File: config.mk
export PLATFORM = sky130hd
export DESIGN_NAME = string_hash_24bit_top
export DESIGN_NICKNAME = d
export VERILOG_FILES = /design/src/hw/rtl/shash24_pkg.sv /design/src/hw/rtl/shash24_front.sv /design/src/hw/rtl/shash24_queue.sv /design/src/hw/rtl/shash24_back.sv /design/src/hw/rtl/string_hash_24bit_top.sv
export SDC_FILE = /design/constraint.sdc
export NUM_CORES = 1
export LEC_CHECK = 0
export BUFFER_PORTS_ARGS = -buffer_cell sky130_fd_sc_hd__buf_2
export CAP_MARGIN = 20
export CORE_UTILIZATION = 44
export CTS_CLUSTER_DIAMETER = 150
export CTS_CLUSTER_SIZE = 8
export DETAILED_ROUTE_END_ITERATION = 8
export GPL_ROUTABILITY_DRIVEN = 0
export HOLD_SLACK_MARGIN = 0.12
export PLACE_DENSITY_LB_ADDON = 0.15
export SETUP_SLACK_MARGIN = 0.1
export SLEW_MARGIN = 40
export SYNTH_ARGS = -nofsm -noshare
export SYNTH_HDL_FRONTEND = slang
export SYNTH_SLANG_ARGS = --single-unit
File: constraint.sdc
create_clock -name clk -period 6.2 [get_ports clk]
set_input_delay 0.62 -clock clk [delete_from_list [all_inputs] [get_ports clk]]
set_output_delay 0.62 -clock clk [all_outputs]
set_load 0.01 [all_outputs]
File: src/hw/rtl/shash24_pkg.sv
// Shared constants and the queue entry type for the 24-bit string hasher.
package shash24_pkg;

    localparam logic [31:0] HASH_SEED       = 32'h9E37_79B9;
    localparam logic [23:0] HASH_ZERO_SUBST = 24'h80_0000;
    localparam int          QUEUE_DEPTH     = 4;

    typedef enum logic [1:0] {
        OP_PAIR,
        OP_TAIL,
        OP_EMPTY
    } op_kind_t;

    typedef struct packed {
        op_kind_t   kind;
        logic       last;
        logic [7:0] byte_a;
        logic [7:0] byte_b;
    } op_t;

endpackage

File: src/hw/rtl/shash24_front.sv
// Front end: accepts bytes, pairs them and hands mixing work to the queue.
module shash24_front (
    input  logic              clk,
    input  logic              rst_n,
    input  logic [7:0]        data_byte,
    input  logic              last_byte,
    input  logic              empty_string,
    input  logic              byte_valid,
    output logic              byte_stall,
    input  logic              queue_full,
    output logic              push,
    output shash24_pkg::op_t  push_op
);

    logic       held_flag_reg;
    logic       held_flag_next;
    logic [7:0] held_byte_reg;
    logic [7:0] held_byte_next;
    logic       accept;

    assign byte_stall = queue_full;
    assign accept     = byte_valid && !queue_full;

    always_comb
    begin
        held_flag_next  = held_flag_reg;
        held_byte_next  = held_byte_reg;
        push            = 1'b0;
        push_op.kind    = shash24_pkg::OP_EMPTY;
        push_op.last    = 1'b1;
        push_op.byte_a  = held_byte_reg;
        push_op.byte_b  = data_byte;
        if (accept)
        begin
            if (empty_string)
            begin
                // drop any partial string
                push           = 1'b1;
                held_flag_next = 1'b0;
            end
            else if (held_flag_reg)
            begin
                push           = 1'b1;
                push_op.kind   = shash24_pkg::OP_PAIR;
                push_op.last   = last_byte;
                held_flag_next = 1'b0;
            end
            else if (last_byte)
            begin
                push           = 1'b1;
                push_op.kind   = shash24_pkg::OP_TAIL;
                push_op.byte_a = data_byte;
            end
            else
            begin
                held_flag_next = 1'b1;
                held_byte_next = data_byte;
            end
        end
    end

    always_ff @(posedge clk or negedge rst_n)
    begin
        if (!rst_n)
        begin
            held_flag_reg <= 1'b0;
        end
        else
        begin
            held_flag_reg <= held_flag_next;
        end
    end

    always_ff @(posedge clk)
    begin
        held_byte_reg <= held_byte_next;
    end

endmodule

File: src/hw/rtl/shash24_queue.sv
// Short queue of mixing operations between the front and back ends.
module shash24_queue #(
    parameter int DEPTH = shash24_pkg::QUEUE_DEPTH
) (
    input  logic              clk,
    input  logic              rst_n,
    input  logic              push,
    input  shash24_pkg::op_t  push_op,
    output logic              full,
    input  logic              pop,
    output logic              valid,
    output shash24_pkg::op_t  pop_op
);

    localparam int PTR_W = $clog2(DEPTH);
    localparam int CNT_W = $clog2(DEPTH + 1);

    shash24_pkg::op_t mem [DEPTH];

    logic [PTR_W-1:0] wr_ptr_reg;
    logic [PTR_W-1:0] wr_ptr_next;
    logic [PTR_W-1:0] rd_ptr_reg;
    logic [PTR_W-1:0] rd_ptr_next;
    logic [CNT_W-1:0] count_reg;
    logic [CNT_W-1:0] count_next;

    assign full   = count_reg == CNT_W'(DEPTH);
    assign valid  = count_reg != '0;
    assign pop_op = mem[rd_ptr_reg];

    always_comb
    begin
        wr_ptr_next = wr_ptr_reg;
        rd_ptr_next = rd_ptr_reg;
        count_next  = count_reg;
        if (push)
        begin
            wr_ptr_next = (wr_ptr_reg == PTR_W'(DEPTH - 1)) ? '0 : wr_ptr_reg + 1'b1;
        end
        if (pop)
        begin
            rd_ptr_next = (rd_ptr_reg == PTR_W'(DEPTH - 1)) ? '0 : rd_ptr_reg + 1'b1;
        end
        if (push && !pop)
        begin
            count_next = count_reg + 1'b1;
        end
        else if (pop && !push)
        begin
            count_next = count_reg - 1'b1;
        end
    end

    always_ff @(posedge clk or negedge rst_n)
    begin
        if (!rst_n)
        begin
            wr_ptr_reg <= '0;
            rd_ptr_reg <= '0;
            count_reg  <= '0;
        end
        else
        begin
            wr_ptr_reg <= wr_ptr_next;
            rd_ptr_reg <= rd_ptr_next;
            count_reg  <= count_next;
        end
    end

    always_ff @(posedge clk)
    begin
        if (push)
        begin
            mem[wr_ptr_reg] <= push_op;
        end
    end

    a_count_bound: assert property (@(posedge clk) disable iff (!rst_n)
        count_reg <= CNT_W'(DEPTH))
        else $error("queue count exceeds depth");

    a_no_overflow: assert property (@(posedge clk) disable iff (!rst_n)
        push |-> !full)
        else $error("push into full queue");

    a_no_underflow: assert property (@(posedge clk) disable iff (!rst_n)
        pop |-> valid)
        else $error("pop from empty queue");

endmodule

File: src/hw/rtl/shash24_back.sv
// Back end: mixes the running hash, runs the avalanche and holds the result.
module shash24_back (
    input  logic              clk,
    input  logic              rst_n,
    input  logic              queue_valid,
    input  shash24_pkg::op_t  queue_op,
    output logic              pop,
    output logic [23:0]       hash_value,
    output logic              hash_valid,
    input  logic              hash_stall
);

    logic                    advance;
    logic [31:0]             h_reg;
    logic [31:0]             h_next;

    logic                    m1_valid_reg;
    logic                    m1_last_reg;
    shash24_pkg::op_kind_t   m1_kind_reg;
    logic [31:0]             m1_val_reg;
    logic [31:0]             m1_val_next;
    logic [31:0]             m1_sum;
    logic [31:0]             mix_out;

    logic                    m2_valid_reg;
    logic [31:0]             m2_val_reg;
    logic                    f1_valid_reg;
    logic [31:0]             f1_val_reg;
    logic [31:0]             f1_x;
    logic [31:0]             f1_next;
    logic                    f2_valid_reg;
    logic [31:0]             f2_val_reg;
    logic [31:0]             f2_x;
    logic [31:0]             f2_next;
    logic [31:0]             out_x;
    logic [23:0]             out_next;

    logic                    out_valid_reg;
    logic [23:0]             out_val_reg;

    // whole pipeline holds while a finished hash waits at the output
    assign advance = !(out_valid_reg && hash_stall);
    // a pair that is not last must land in h_reg before the next operation reads it
    assign pop     = advance && queue_valid && !(m1_valid_reg && !m1_last_reg);

    assign m1_sum = h_reg + {24'd0, queue_op.byte_a};

    always_comb
    begin
        case (queue_op.kind)
            shash24_pkg::OP_PAIR:
                m1_val_next = (m1_sum << 16) ^ (({24'd0, queue_op.byte_b} << 11) ^ m1_sum);
            shash24_pkg::OP_TAIL:
                m1_val_next = m1_sum ^ (m1_sum << 11);
            default:
                m1_val_next = shash24_pkg::HASH_SEED;
        endcase
    end

    always_comb
    begin
        case (m1_kind_reg)
            shash24_pkg::OP_PAIR: mix_out = m1_val_reg + (m1_val_reg >> 11);
            shash24_pkg::OP_TAIL: mix_out = m1_val_reg + (m1_val_reg >> 17);
            default:              mix_out = m1_val_reg;
        endcase
    end

    always_comb
    begin
        h_next = h_reg;
        if (pop && queue_op.last)
        begin
            h_next = shash24_pkg::HASH_SEED;
        end
        else if (m1_valid_reg && !m1_last_reg)
        begin
            h_next = mix_out;
        end
    end

    assign f1_x     = m2_val_reg ^ (m2_val_reg << 3);
    assign f1_next  = f1_x + (f1_x >> 5);
    assign f2_x     = f1_val_reg ^ (f1_val_reg << 2);
    assign f2_next  = f2_x + (f2_x >> 15);
    assign out_x    = f2_val_reg ^ (f2_val_reg << 10);
    assign out_next = (out_x[23:0] == 24'd0) ? shash24_pkg::HASH_ZERO_SUBST : out_x[23:0];

    always_ff @(posedge clk or negedge rst_n)
    begin
        if (!rst_n)
        begin
            h_reg         <= shash24_pkg::HASH_SEED;
            m1_valid_reg  <= 1'b0;
            m2_valid_reg  <= 1'b0;
            f1_valid_reg  <= 1'b0;
            f2_valid_reg  <= 1'b0;
            out_valid_reg <= 1'b0;
        end
        else if (advance)
        begin
            h_reg         <= h_next;
            m1_valid_reg  <= pop;
            m2_valid_reg  <= m1_valid_reg && m1_last_reg;
            f1_valid_reg  <= m2_valid_reg;
            f2_valid_reg  <= f1_valid_reg;
            out_valid_reg <= f2_valid_reg;
        end
    end

    always_ff @(posedge clk)
    begin
        if (advance)
        begin
            m1_last_reg <= queue_op.last;
            m1_kind_reg <= queue_op.kind;
            m1_val_reg  <= m1_val_next;
            m2_val_reg  <= mix_out;
            f1_val_reg  <= f1_next;
            f2_val_reg  <= f2_next;
            out_val_reg <= out_next;
        end
    end

    assign hash_valid = out_valid_reg;
    assign hash_value = out_val_reg;

    a_nonzero: assert property (@(posedge clk) disable iff (!rst_n)
        hash_valid |-> hash_value != 24'd0)
        else $error("zero hash emitted");

    a_hazard: assert property (@(posedge clk) disable iff (!rst_n)
        (m1_valid_reg && !m1_last_reg) |-> !pop)
        else $error("operation issued before running hash updated");

    a_h_update: assert property (@(posedge clk) disable iff (!rst_n)
        (advance && m1_valid_reg && !m1_last_reg) |=> h_reg == $past(mix_out))
        else $error("running hash not written back");

endmodule

File: src/hw/rtl/string_hash_24bit_top.sv
// Top level of the 24-bit string hasher: front end, operation queue and back end.
// Takes one byte item per clock while the queue has room; the front pairs bytes and
// queues a mixing operation for each pair, odd trailing byte or empty string, and the
// back end applies it to the running hash. A pair that does not end the string blocks
// the back end from popping while its result is written back, which never limits
// throughput as such a pair spans two items. The hash of a string passes through the
// queue entry, two mixing stages, two avalanche stages and the output register, and
// is held in the output register until taken; while it waits the whole back end holds.
module string_hash_24bit_top #(
    parameter int QUEUE_DEPTH = shash24_pkg::QUEUE_DEPTH
) (
    input  logic        clk,
    input  logic        rst_n,
    input  logic [7:0]  data_byte,
    input  logic        last_byte,
    input  logic        empty_string,
    input  logic        byte_valid,
    output logic        byte_stall,
    output logic [23:0] hash_value,
    output logic        hash_valid,
    input  logic        hash_stall
);

    logic             push;
    shash24_pkg::op_t push_op;
    logic             queue_full;
    logic             pop;
    logic             queue_valid;
    shash24_pkg::op_t queue_op;

    shash24_front u_front (
        .clk          (clk),
        .rst_n        (rst_n),
        .data_byte    (data_byte),
        .last_byte    (last_byte),
        .empty_string (empty_string),
        .byte_valid   (byte_valid),
        .byte_stall   (byte_stall),
        .queue_full   (queue_full),
        .push         (push),
        .push_op      (push_op)
    );

    shash24_queue #(
        .DEPTH (QUEUE_DEPTH)
    ) u_queue (
        .clk     (clk),
        .rst_n   (rst_n),
        .push    (push),
        .push_op (push_op),
        .full    (queue_full),
        .pop     (pop),
        .valid   (queue_valid),
        .pop_op  (queue_op)
    );

    shash24_back u_back (
        .clk         (clk),
        .rst_n       (rst_n),
        .queue_valid (queue_valid),
        .queue_op    (queue_op),
        .pop         (pop),
        .hash_value  (hash_value),
        .hash_valid  (hash_valid),
        .hash_stall  (hash_stall)
    );

endmodule

==> results.md, run 1 <==
* Result of the run: complete, no violations
* Final wirelength at 37,200 microns
* Final setup viols at 0
* Number of antenna-violating nets in the routed design at 0
* Endpoint class of the critical path: flip-flop
* Initial Utilization at 44.6%
* Layout cell share with drive strength beyond 1 at 13.4%
* Clock latency reported for the late side of the worst-skew pair at 0.54 ns
* Setup repair after global routing missed its margin: false
* Post-Route Utilization at 49.8%
* # DRC at 0
* Accumulated negative setup slack at 0 ns
* Total of cells resized after clock tree synthesis at 0
* Post-Synthesis Net Count at 1,463
* Total routing usage reported by global routing at 20.8%
* Start-to-end type of the worst setup path: flip-flop to flip-flop
* Worst setup SP type: flip-flop
* IO buf count at 39
* Minimum clock period at 3.90 ns
* Total number of H-tree levels at 2
* Initial DRT Pass Iterations at 5
* Final HPWL from detailed placement at 27,500 microns
* Footprint of the multi-input gates at 7420 sq um
* Synth Register Bits at 276
* Highest signal layer in the routed design: met4
* Maximum fanout count along the critical path at 22
* Gate count after technology mapping at 1,365
* Number of enable-type register cells in the synthesized netlist at 231
* Number of flip-flops under the largest register name at 76
* Worst r2r path cells at 13
* Largest net degree at the start of global routing at 82
* Mapped Avg Cell Area at 11.6 sq um
* Post-synth design cell area at 15,800 sq um
* Max-slew violation total from the final report at 0
* Layout Nets at 1,502
* Max-cap violation count at 0
* Final setup skew at 0.0273 ns
* DIE AREA at 36,700 sq um
* Wire length on met1 at 17,100 microns
* Worst slew margin relative to its limit at 46.9%
* Number of warning messages in the yosys log at 0
* Area of all sequential standard cells at 8090 sq um
* Worst slew pin tran at 0.789 ns
* Final antenna diode count at 0
* Via Count at 10,631
* Share of the yosys chip area belonging to registers at 51.1%
* Post-detailed-route via-to-cell ratio at 5.63
* Clock tree buffer depth at 3
* Std-Cell Core Area at 35,500 sq um
* Met3 layer wire length in the routed design at 1710 microns
* Maximum clock frequency at 257 MHz
* Async set-reset flop share out of synthesis at 16.3%
* Starting DRT DRC Count at 780
* Critical Path RT at 6.45 ns
* Wire length of the first global-routing pass at 58,600 microns
* Total gr overflow at 0
* Register ranked first by flip-flop count: u_queue.mem
* Number of rows in the core area at 69
* Arrival @ worst endpoint at 4.15 ns
* WL per Instance at 19.7 microns
* Horizontal extent of the die at 192 microns
* Die boundary height at 192 microns
* TritonCTS clock tree: built
* Tightest hold margin at 0.202 ns
* Number of buffers inserted by hold repair at cts at 0
* Tcrit/Tclk final at 62.8%
* Detailed-routed wire length on met2 at 17,500 microns
* Layout filler cell count at 3,165
* Clock transition time at the flip-flop clock pins of the worst setup and hold paths at 0.06 ns
* Clock root buffer master: sky130_fd_sc_hd__clkbuf_16
* Number of primary I/O pins at 40
* Number of hold violations in the final report at 0
* Via count of the first global-routing pass at 10,344
* Number of different library cells in the post-synthesis netlist at 74
* Total CTS buffers at 40
* Post-CTS Setup Inserts at 0
* Area Overhead vs Synth at 11.6%
* Number of antenna violations at the first check in global routing at 0
* Clock sink count at 276
* Primary flip-flop cell chosen by synthesis mapping: sky130_fd_sc_hd__edfxtp_1
* Type of the most critical hold path: primary input to async pin
==> worst paths after layout <==
check                                      start                    end  slack [ns]
min in group clk                    data_byte[1]      u_queue.mem[0][1]        0.32
max                        u_back.m1_kind_reg[1]  u_back.m2_val_reg[22]        2.30
max reg2reg                u_back.m1_kind_reg[1]  u_back.m2_val_reg[22]        2.30
min reg2reg                      u_back.h_reg[3]        u_back.h_reg[3]        0.46
max in group asynchronous                  rst_n  u_queue.rd_ptr_reg[0]        5.51
min                                        rst_n       u_back.h_reg[30]        0.20
==> metal layers <==
metal  track usage (%)  vias to the layer above
met4              6.78                        0
met5                 0                        -
met2              33.0                      255
met1              29.0                     5164
li1                  -                     5156
met3              3.18                       56
==> cell families (layout without fill, tap and decap cells) <==
kind of cell | after synthesis | in the layout | synth area share [%]
xor gates and xnor gates | 190 | 190 | 10.5
and+or+nand+nor | 383 | 383 | 12.1
muxes | 62 | 62 | 5.54
DFF | 276 | 276 | 51.1
buffers and inverters | 90 | 153 | 2.27
AOI/OAI and AO/OA | 280 | 280 | 11.7
adders and majority gates | 84 | 84 | 6.87
==> layout make-up <==
| type | instances | area share, % |
|---|---|---|
| well taps | 461 | 3.27 |
| repair buffers | 50 | 1.59 |
| inverters | 37 | 0.815 |
| clock inverters | 3 | 0.269 |
| multi-input cells | 999 | 42.0 |
| clock buffers | 63 | 6.28 |
| flip-flops and latches | 276 | 45.8 |
==> placed cells by master, fill, tap and decap left out, drive strengths merged, types with 35 or more instances in the layout <==
cell type / Yosys / layout
nor2: 93 / 93
edfxtp: 231 / 231
inv: 36 / 38
mux2: 35 / 35
nand2: 94 / 94
xor2: 105 / 105
o21ai: 66 / 66
ha: 79 / 79
a21oi: 73 / 73
buf: 12 / 50
clkbuf: 41 / 63
xnor2: 85 / 85
nor3: 37 / 37
==> per-stage QoR <==
step / cell area (sq um) / worst slack [ns] / std cells
6_report: 17700 / 2.30 / 1889
5_1_grt: 17700 / 1.94 / 1889
3_3_place_gp: 16500 / 1.94 / 1823
2_1_floorplan: 15800 / 2.39 / 1365
4_1_cts: 17700 / 2.08 / 1889
3_5_place_dp: 16500 / 2.13 / 1823
==> synthesized netlist by cell type (19+ instances only) <==
cell type	count	area share [%]
sky130_fd_sc_hd__nand3_1	22	0.70
sky130_fd_sc_hd__xnor2_1	85	4.7
sky130_fd_sc_hd__xor2_1	105	5.8
sky130_fd_sc_hd__ha_1	79	6.2
sky130_fd_sc_hd__a21oi_1	73	2.3
sky130_fd_sc_hd__a21o_1	21	1.0
sky130_fd_sc_hd__and3_1	19	0.75
sky130_fd_sc_hd__nand2_1	94	2.2
sky130_fd_sc_hd__dfstp_2	20	3.3
sky130_fd_sc_hd__dfrtp_1	25	4.0
sky130_fd_sc_hd__inv_1	35	0.83
sky130_fd_sc_hd__nand4_1	21	0.83
sky130_fd_sc_hd__nor3_1	37	1.2
sky130_fd_sc_hd__nor2_1	92	2.2
sky130_fd_sc_hd__and2_1	26	1.0
sky130_fd_sc_hd__mux2_2	35	2.5
sky130_fd_sc_hd__edfxtp_1	231	44
sky130_fd_sc_hd__clkbuf_1	41	0.97
sky130_fd_sc_hd__o21ai_0	62	2.0
==> critical path, cell delays in order (launching register included) <==
cell                        delay, ns
sky130_fd_sc_hd__edfxtp_1        0.38
sky130_fd_sc_hd__nand2b_2        0.41
sky130_fd_sc_hd__nand2_1         0.15
sky130_fd_sc_hd__o21ai_0         0.10
sky130_fd_sc_hd__ha_1            0.25
sky130_fd_sc_hd__fa_1            0.43
sky130_fd_sc_hd__a211oi_1        0.26
sky130_fd_sc_hd__nor2_2          0.11
sky130_fd_sc_hd__o2111ai_2       0.31
sky130_fd_sc_hd__a221oi_2        0.14
sky130_fd_sc_hd__nand4bb_2       0.28
sky130_fd_sc_hd__a31oi_2         0.52
sky130_fd_sc_hd__nor2_1          0.12
sky130_fd_sc_hd__xor2_1          0.16
Power of run 1 is not shown: default switching activity piles up to over one toggle a cycle in this logic, so the estimate is an artifact.
==> run 2: changes to the inputs <==
clock period = 3.2 ns   (was 6.2 ns; I/O delays follow)
==> results.md, run 2 (same netlist as run 1, synthesis figures left out) <==
* Die boundary height at 192 microns (unchanged)
* Starting DRT DRC Count at 734 (-5.9%)
* Total CTS buffers at 40 (unchanged)
* Via Count at 11,218 (+5.5%)
* # DRC at 0 (unchanged)
* Type of the most critical hold path: primary input to flip-flop
* Clock transition time at the flip-flop clock pins of the worst setup and hold paths at 0.06 ns (about the same)
* Largest net degree at the start of global routing at 94 (+15%)
* Tcrit/Tclk final at 98.6% (+36 points)
* Accumulated negative setup slack at 0 ns (unchanged)
* Post-detailed-route via-to-cell ratio at 5.53 (-1.8%)
* Endpoint class of the critical path: flip-flop
* Commonest non-fill, non-tap cell in the layout: sky130_fd_sc_hd__edfxtp_1
* Clock root buffer master: sky130_fd_sc_hd__clkbuf_16
* Horizontal extent of the die at 192 microns (unchanged)
* Leading cell types in the layout, fill and taps excluded: sky130_fd_sc_hd__edfxtp_1 (231), sky130_fd_sc_hd__buf_4 (121), sky130_fd_sc_hd__nand2_1 (91), sky130_fd_sc_hd__xor2_1 (88), sky130_fd_sc_hd__nor2_1 (88)
* Maximum clock frequency at 317 MHz (+23%)
* Number of antenna violations at the first check in global routing at 0 (unchanged)
* Total gr overflow at 0 (unchanged)
* Area Overhead vs Synth at 24.1%
* TritonCTS clock tree: built
* Number of primary I/O pins at 40 (unchanged)
* Setup repair after global routing missed its margin: true
* DIE AREA at 36,700 sq um (unchanged)
* Critical Path RT at 3.57 ns (-2.88 ns)
* Maximum fanout count along the critical path at 6 (-73%)
* Layout cell share with drive strength beyond 1 at 26.5% (+13 points)
* Final antenna diode count at 0 (unchanged)
* Number of rows in the core area at 69 (unchanged)
* Worst setup SP type: flip-flop
* Max-cap violation count at 0 (unchanged)
* Final HPWL from detailed placement at 28,700 microns (+4.5%)
* IO buf count at 39 (unchanged)
* Clock tree buffer depth at 3 (unchanged)
* WL per Instance at 19.5 microns (-1.0%)
* Worst slew pin tran at 0.629 ns (-0.159 ns)
* Number of antenna-violating nets in the routed design at 0 (unchanged)
* Number of flip-flops under the largest register name at 76 (unchanged)
* Wire length of the first global-routing pass at 60,800 microns (+3.7%)
* Arrival @ worst endpoint at 3.53 ns (-0.62 ns)
* Clock latency reported for the late side of the worst-skew pair at 0.54 ns (about the same)
* Final wirelength at 39,500 microns (+6.3%)
* Number of hold violations in the final report at 0 (unchanged)
* Total number of H-tree levels at 2 (unchanged)
* Layout Nets at 1,634 (+8.8%)
* Result of the run: complete, no violations
* Total routing usage reported by global routing at 21.5% (+0.79 points)
* Std-Cell Core Area at 35,500 sq um (unchanged)
* Final setup skew at 0.0310 ns (+0.00375 ns)
* Worst slew margin relative to its limit at 57.6% (+11 points)
* Clock sink count at 276 (unchanged)
* Start-to-end type of the worst setup path: flip-flop to flip-flop
* Minimum clock period at 3.16 ns (-0.740 ns)
* Register ranked first by flip-flop count: u_queue.mem
* Max-slew violation total from the final report at 0 (unchanged)
* Initial DRT Pass Iterations at 5 (unchanged)
* Initial Utilization at 44.6% (unchanged)
* Final setup viols at 0 (unchanged)
* Via count of the first global-routing pass at 10,901 (+5.4%)
==> run 2: layout make-up <==
type	count	area (sq um)
repair buffers	180	1370
well taps	461	577
clock buffers	73	1190
multi-input cells	1001	8270
clock inverters	1	16.3
inverters	37	144
flip-flops and latches	276	8090
fillers	2992	15800
==> run 2: timing repair <==
action | CTS | global route
buffers inserted | 5 | 15
hold endpoints to repair | 65 | 0
hold buffers | 9 | 0
gates cloned | 2 | 1
setup endpoints to repair | 56 | 72
gates resized for setup | 52 | 79
pin swaps | 30 | 45
==> run 2: stage by stage <==
stage	hold slack [ns]	setup WS, ns	std cells	instance area [sq um]	util, %
3_3_place_gp	0.440	-0.151	1923	17400	49.1
3_5_place_dp	0.371	-0.150	1923	17400	49.2
5_1_grt	0.287	-0.0646	2029	19700	55.4
2_1_floorplan	0.0244	-0.0310	1365	16100	-
4_1_cts	0.241	0.0508	2013	19100	53.8
6_report	0.249	0.0441	2029	19700	55.4
==> run 2: critical path, cell delays in order (launching register included) <==
cell,delay [ns]
sky130_fd_sc_hd__dfrtp_1,0.39
sky130_fd_sc_hd__buf_4,0.14
sky130_fd_sc_hd__clkbuf_16,0.14
sky130_fd_sc_hd__mux4_2,0.54
sky130_fd_sc_hd__ha_4,0.32
sky130_fd_sc_hd__nand2_1,0.08
sky130_fd_sc_hd__a21bo_2,0.25
sky130_fd_sc_hd__nand3_4,0.10
sky130_fd_sc_hd__nand4_4,0.17
sky130_fd_sc_hd__nor2_2,0.17
sky130_fd_sc_hd__xnor2_1,0.10
sky130_fd_sc_hd__buf_4,0.16
sky130_fd_sc_hd__and4_1,0.19
sky130_fd_sc_hd__nor4_2,0.24
==> run 2: path summary, 6_finish.rpt <==
path / slack [ns] / end / cells past startpoint / startpoint
hold reg to reg: 0.46 / u_back.hash_valid / 1 / u_back.f2_valid_reg
hold / removal: 0.25 / u_queue.mem[3][16] / 2 / last_byte
min in group asynchronous: 0.35 / u_back.h_reg[19] / 2 / rst_n
max in group asynchronous: 2.24 / u_back.h_reg[21] / 3 / rst_n
setup / recovery: 0.04 / u_back.m1_val_reg[28] / 13 / u_queue.rd_ptr_reg[0]
setup reg to reg: 0.04 / u_back.m1_val_reg[28] / 13 / u_queue.rd_ptr_reg[0]
==> run 2: routing by layer <==
metal / routed length [microns] / global-route usage, %
met1: 18300 / 29.8
met2: 18800 / 35.5
met3: 1550 / 2.76
met4: 868 / 5.95
met5: 0 / 0
Power of run 2 is left out for the same reason.
==> run 3: changes to the inputs <==
CORE_UTILIZATION = 45   (was 44)
==> results.md, run 3 (same netlist as run 1, synthesis figures left out) <==
* Result of the run: finished, violations left
* Violations in the final reports: negative setup slack
* Worst r2r path cells at 12 (-1)
* Layout cell share with drive strength beyond 1 at 28.4% (+1.9 points)
* Final HPWL from detailed placement at 28,400 microns (-1.3%)
* Launch point of the worst hold path: last_byte
* Wire length of the first global-routing pass at 60,400 microns (-0.63%)
* Arrival @ worst endpoint at 3.73 ns (+0.20 ns)
* # DRC at 0 (unchanged)
* Starting DRT DRC Count at 846 (+15%)
* Critical Path RT at 3.66 ns (+0.09 ns)
* Layout filler cell count at 2,882 (-3.7%)
* Largest net degree at the start of global routing at 52 (-45%)
* Clock root buffer master: sky130_fd_sc_hd__clkbuf_16
* Setup repair after global routing missed its margin: true
* Via count of the first global-routing pass at 10,972 (+0.65%)
* Number of hold violations in the final report at 0 (unchanged)
* Minimum clock period at 3.27 ns (+0.117 ns)
* Worst setup SP type: flip-flop
* Total number of H-tree levels at 2 (unchanged)
* WL per Instance at 19.4 microns (-0.59%)
* Type of the most critical hold path: primary input to flip-flop
* Layout Nets at 1,637 (+0.18%)
* Worst slew margin relative to its limit at 51.2% (-6.4 points)
* Maximum fanout count along the critical path at 5 (-1)
* Total routing usage reported by global routing at 21.7% (+0.13 points)
* Number of rows in the core area at 68 (-1.4%)
* Kind of cell adding the most delay to the critical path: compound AO/OA/AOI/OAI gates
* Number of standard cells in the layout, taps in and fillers out at 2,017 (-0.59%)
* Tcrit/Tclk final at 102% (+3.7 points)
* Endpoint class of the critical path: flip-flop
* Worst setup path end: u_back.h_reg[20]
* Slack of the worst reg-to-reg path at -0.07 ns (-0.12 ns)
* Worst Path Buf+Inv at 2 (-1)
* Post-detailed-route via-to-cell ratio at 5.59 (+1.2%)
* Initial Utilization at 45.8% (+1.2 points)
* Critical Path Slowest Stage Cell: sky130_fd_sc_hd__a2111o_1
* Maximum clock frequency at 306 MHz (-3.6%)
* Start-to-end type of the worst setup path: flip-flop to flip-flop
* Total CTS buffers at 40 (unchanged)
* Worst setup margin at -0.0727 ns (-0.117 ns)
* Final setup skew at 0.0201 ns (-0.0109 ns)
* Register ranked first by flip-flop count: u_queue.mem
* Horizontal extent of the die at 190 microns (-1.1%)
* Max-slew violation total from the final report at 0 (unchanged)
* Die boundary height at 190 microns (-1.1%)
* Cell Count Post-Placement at 1,925 (+0.10%)
* Final antenna diode count at 0 (unchanged)
* DIE AREA at 35,900 sq um (-2.2%)
* Clock transition time at the flip-flop clock pins of the worst setup and hold paths at 0.05 ns (about the same)
* Number of flip-flops under the largest register name at 76 (unchanged)
* Critical Path Start: u_back.m1_kind_reg[1]
* FF-to-FF End: u_back.h_reg[20]
* Max-cap violation count at 0 (unchanged)
* TritonCTS clock tree: built
* Accumulated negative setup slack at -0.188 ns (-0.188 ns)
* Worst slew pin tran at 0.730 ns (+0.101 ns)
* Series of cell instances along the critical path: nand2b_4 > buf_12 > mux2_4 > ha_4 > a2111o_1 > o2111ai_4 > a221oi_4 > nand4bb_4 > buf_4 > and3_1 > o31ai_4 > o22a_1
* Final wirelength at 39,100 microns (-1.2%)
* Leading cell types in the layout, fill and taps excluded: sky130_fd_sc_hd__edfxtp_1 (231), sky130_fd_sc_hd__buf_4 (127), sky130_fd_sc_hd__nand2_1 (92), sky130_fd_sc_hd__xor2_1 (87), sky130_fd_sc_hd__nor2_1 (85)
* Clock tree buffer depth at 3 (unchanged)
* Std-Cell Core Area at 34,500 sq um (-2.6%)
* Total gr overflow at 0 (unchanged)
* Commonest non-fill, non-tap cell in the layout: sky130_fd_sc_hd__edfxtp_1
* Number of stages on the worst setup path at 12 (-1)
* Number of primary I/O pins at 40 (unchanged)
* Initial DRT Pass Iterations at 5 (unchanged)
* Startpoint of the worst-slack reg-to-reg timing path: u_back.m1_kind_reg[1]
* IO buf count at 39 (unchanged)
* Clock sink count at 276 (unchanged)
* Via Count at 11,283 (+0.58%)
* Clock latency reported for the late side of the worst-skew pair at 0.54 ns (about the same)
* Area Overhead vs Synth at 24.7%
* Number of antenna-violating nets in the routed design at 0 (unchanged)
* Final setup viols at 7 (+7)
* Delay of the slowest cell on the worst path at 0.42 ns (-0.12 ns)
* Number of antenna violations at the first check in global routing at 0 (unchanged)
## run 3: metal layers
metal | wire length (microns) | vias to the layer above | track usage [%] | part of all wire [%]
li1 | - | 5406 | - | -
met1 | 17700 | 5556 | 29.6 | 45
met2 | 18600 | 247 | 35.5 | 48
met3 | 1520 | 74 | 2.58 | 3.9
met4 | 1210 | 0 | 7.88 | 3.1
met5 | 0 | - | 0 | 0
## run 3: through the flow
step                      worst slack, ns  utilization, %  area [sq um]  hold WS [ns]
after CTS                          0.0460            55.0         19000         0.141
after floorplan                   -0.0310               -         16100        0.0244
after global placement             -0.101            50.6         17500         0.450
after detailed placement           -0.120            50.6         17500         0.384
after global routing               -0.113            57.2         19700         0.183
final                             -0.0727            57.2         19700         0.166
## run 3: layout make-up
| type | instances | area (sq um) | share of cell area, % |
|---|---|---|---|
| clock buffers | 63 | 1130 | 5.72 |
| clock inverters | 2 | 46.3 | 0.234 |
| inverters | 37 | 144 | 0.729 |
| multi-input cells | 1000 | 8390 | 42.5 |
| flip-flops and latches | 276 | 8090 | 41.0 |
| well taps | 455 | 569 | 2.88 |
| repair buffers | 184 | 1370 | 6.95 |
## run 3: how the worst min path moves through the flow
stage,slack (ns),cells past startpoint,end
2_1_floorplan,0.02,0,u_back.f1_valid_reg
3_3_place_gp,0.45,1,u_back.hash_valid
3_5_place_dp,0.38,1,u_back.h_reg[24]
4_1_cts,0.14,3,u_front.held_flag_reg
5_1_grt,0.18,3,u_front.held_flag_reg
6_report,0.17,3,u_front.held_flag_reg
## run 3: what timing repair did
| action | CTS | global route |
|---|---|---|
| setup endpoints to repair | 48 | 78 |
| cloned | 1 | 0 |
| endpoints found under the hold margin | 65 | 0 |
| pin swaps | 11 | 68 |
| resized for setup | 43 | 113 |
| setup buffers | 1 | 16 |
| hold buffers | 9 | 0 |
## run 3: worst register-to-register path, delay by kind of cell (launching register included)
kind,cells,cell delay [ns]
simple gates,3,0.66
mux,1,0.31
buf+inv,2,0.33
flops,1,0.37
compound gates,5,1.28
fa+ha+maj,1,0.25
Power of run 3 is left out for the same reason.
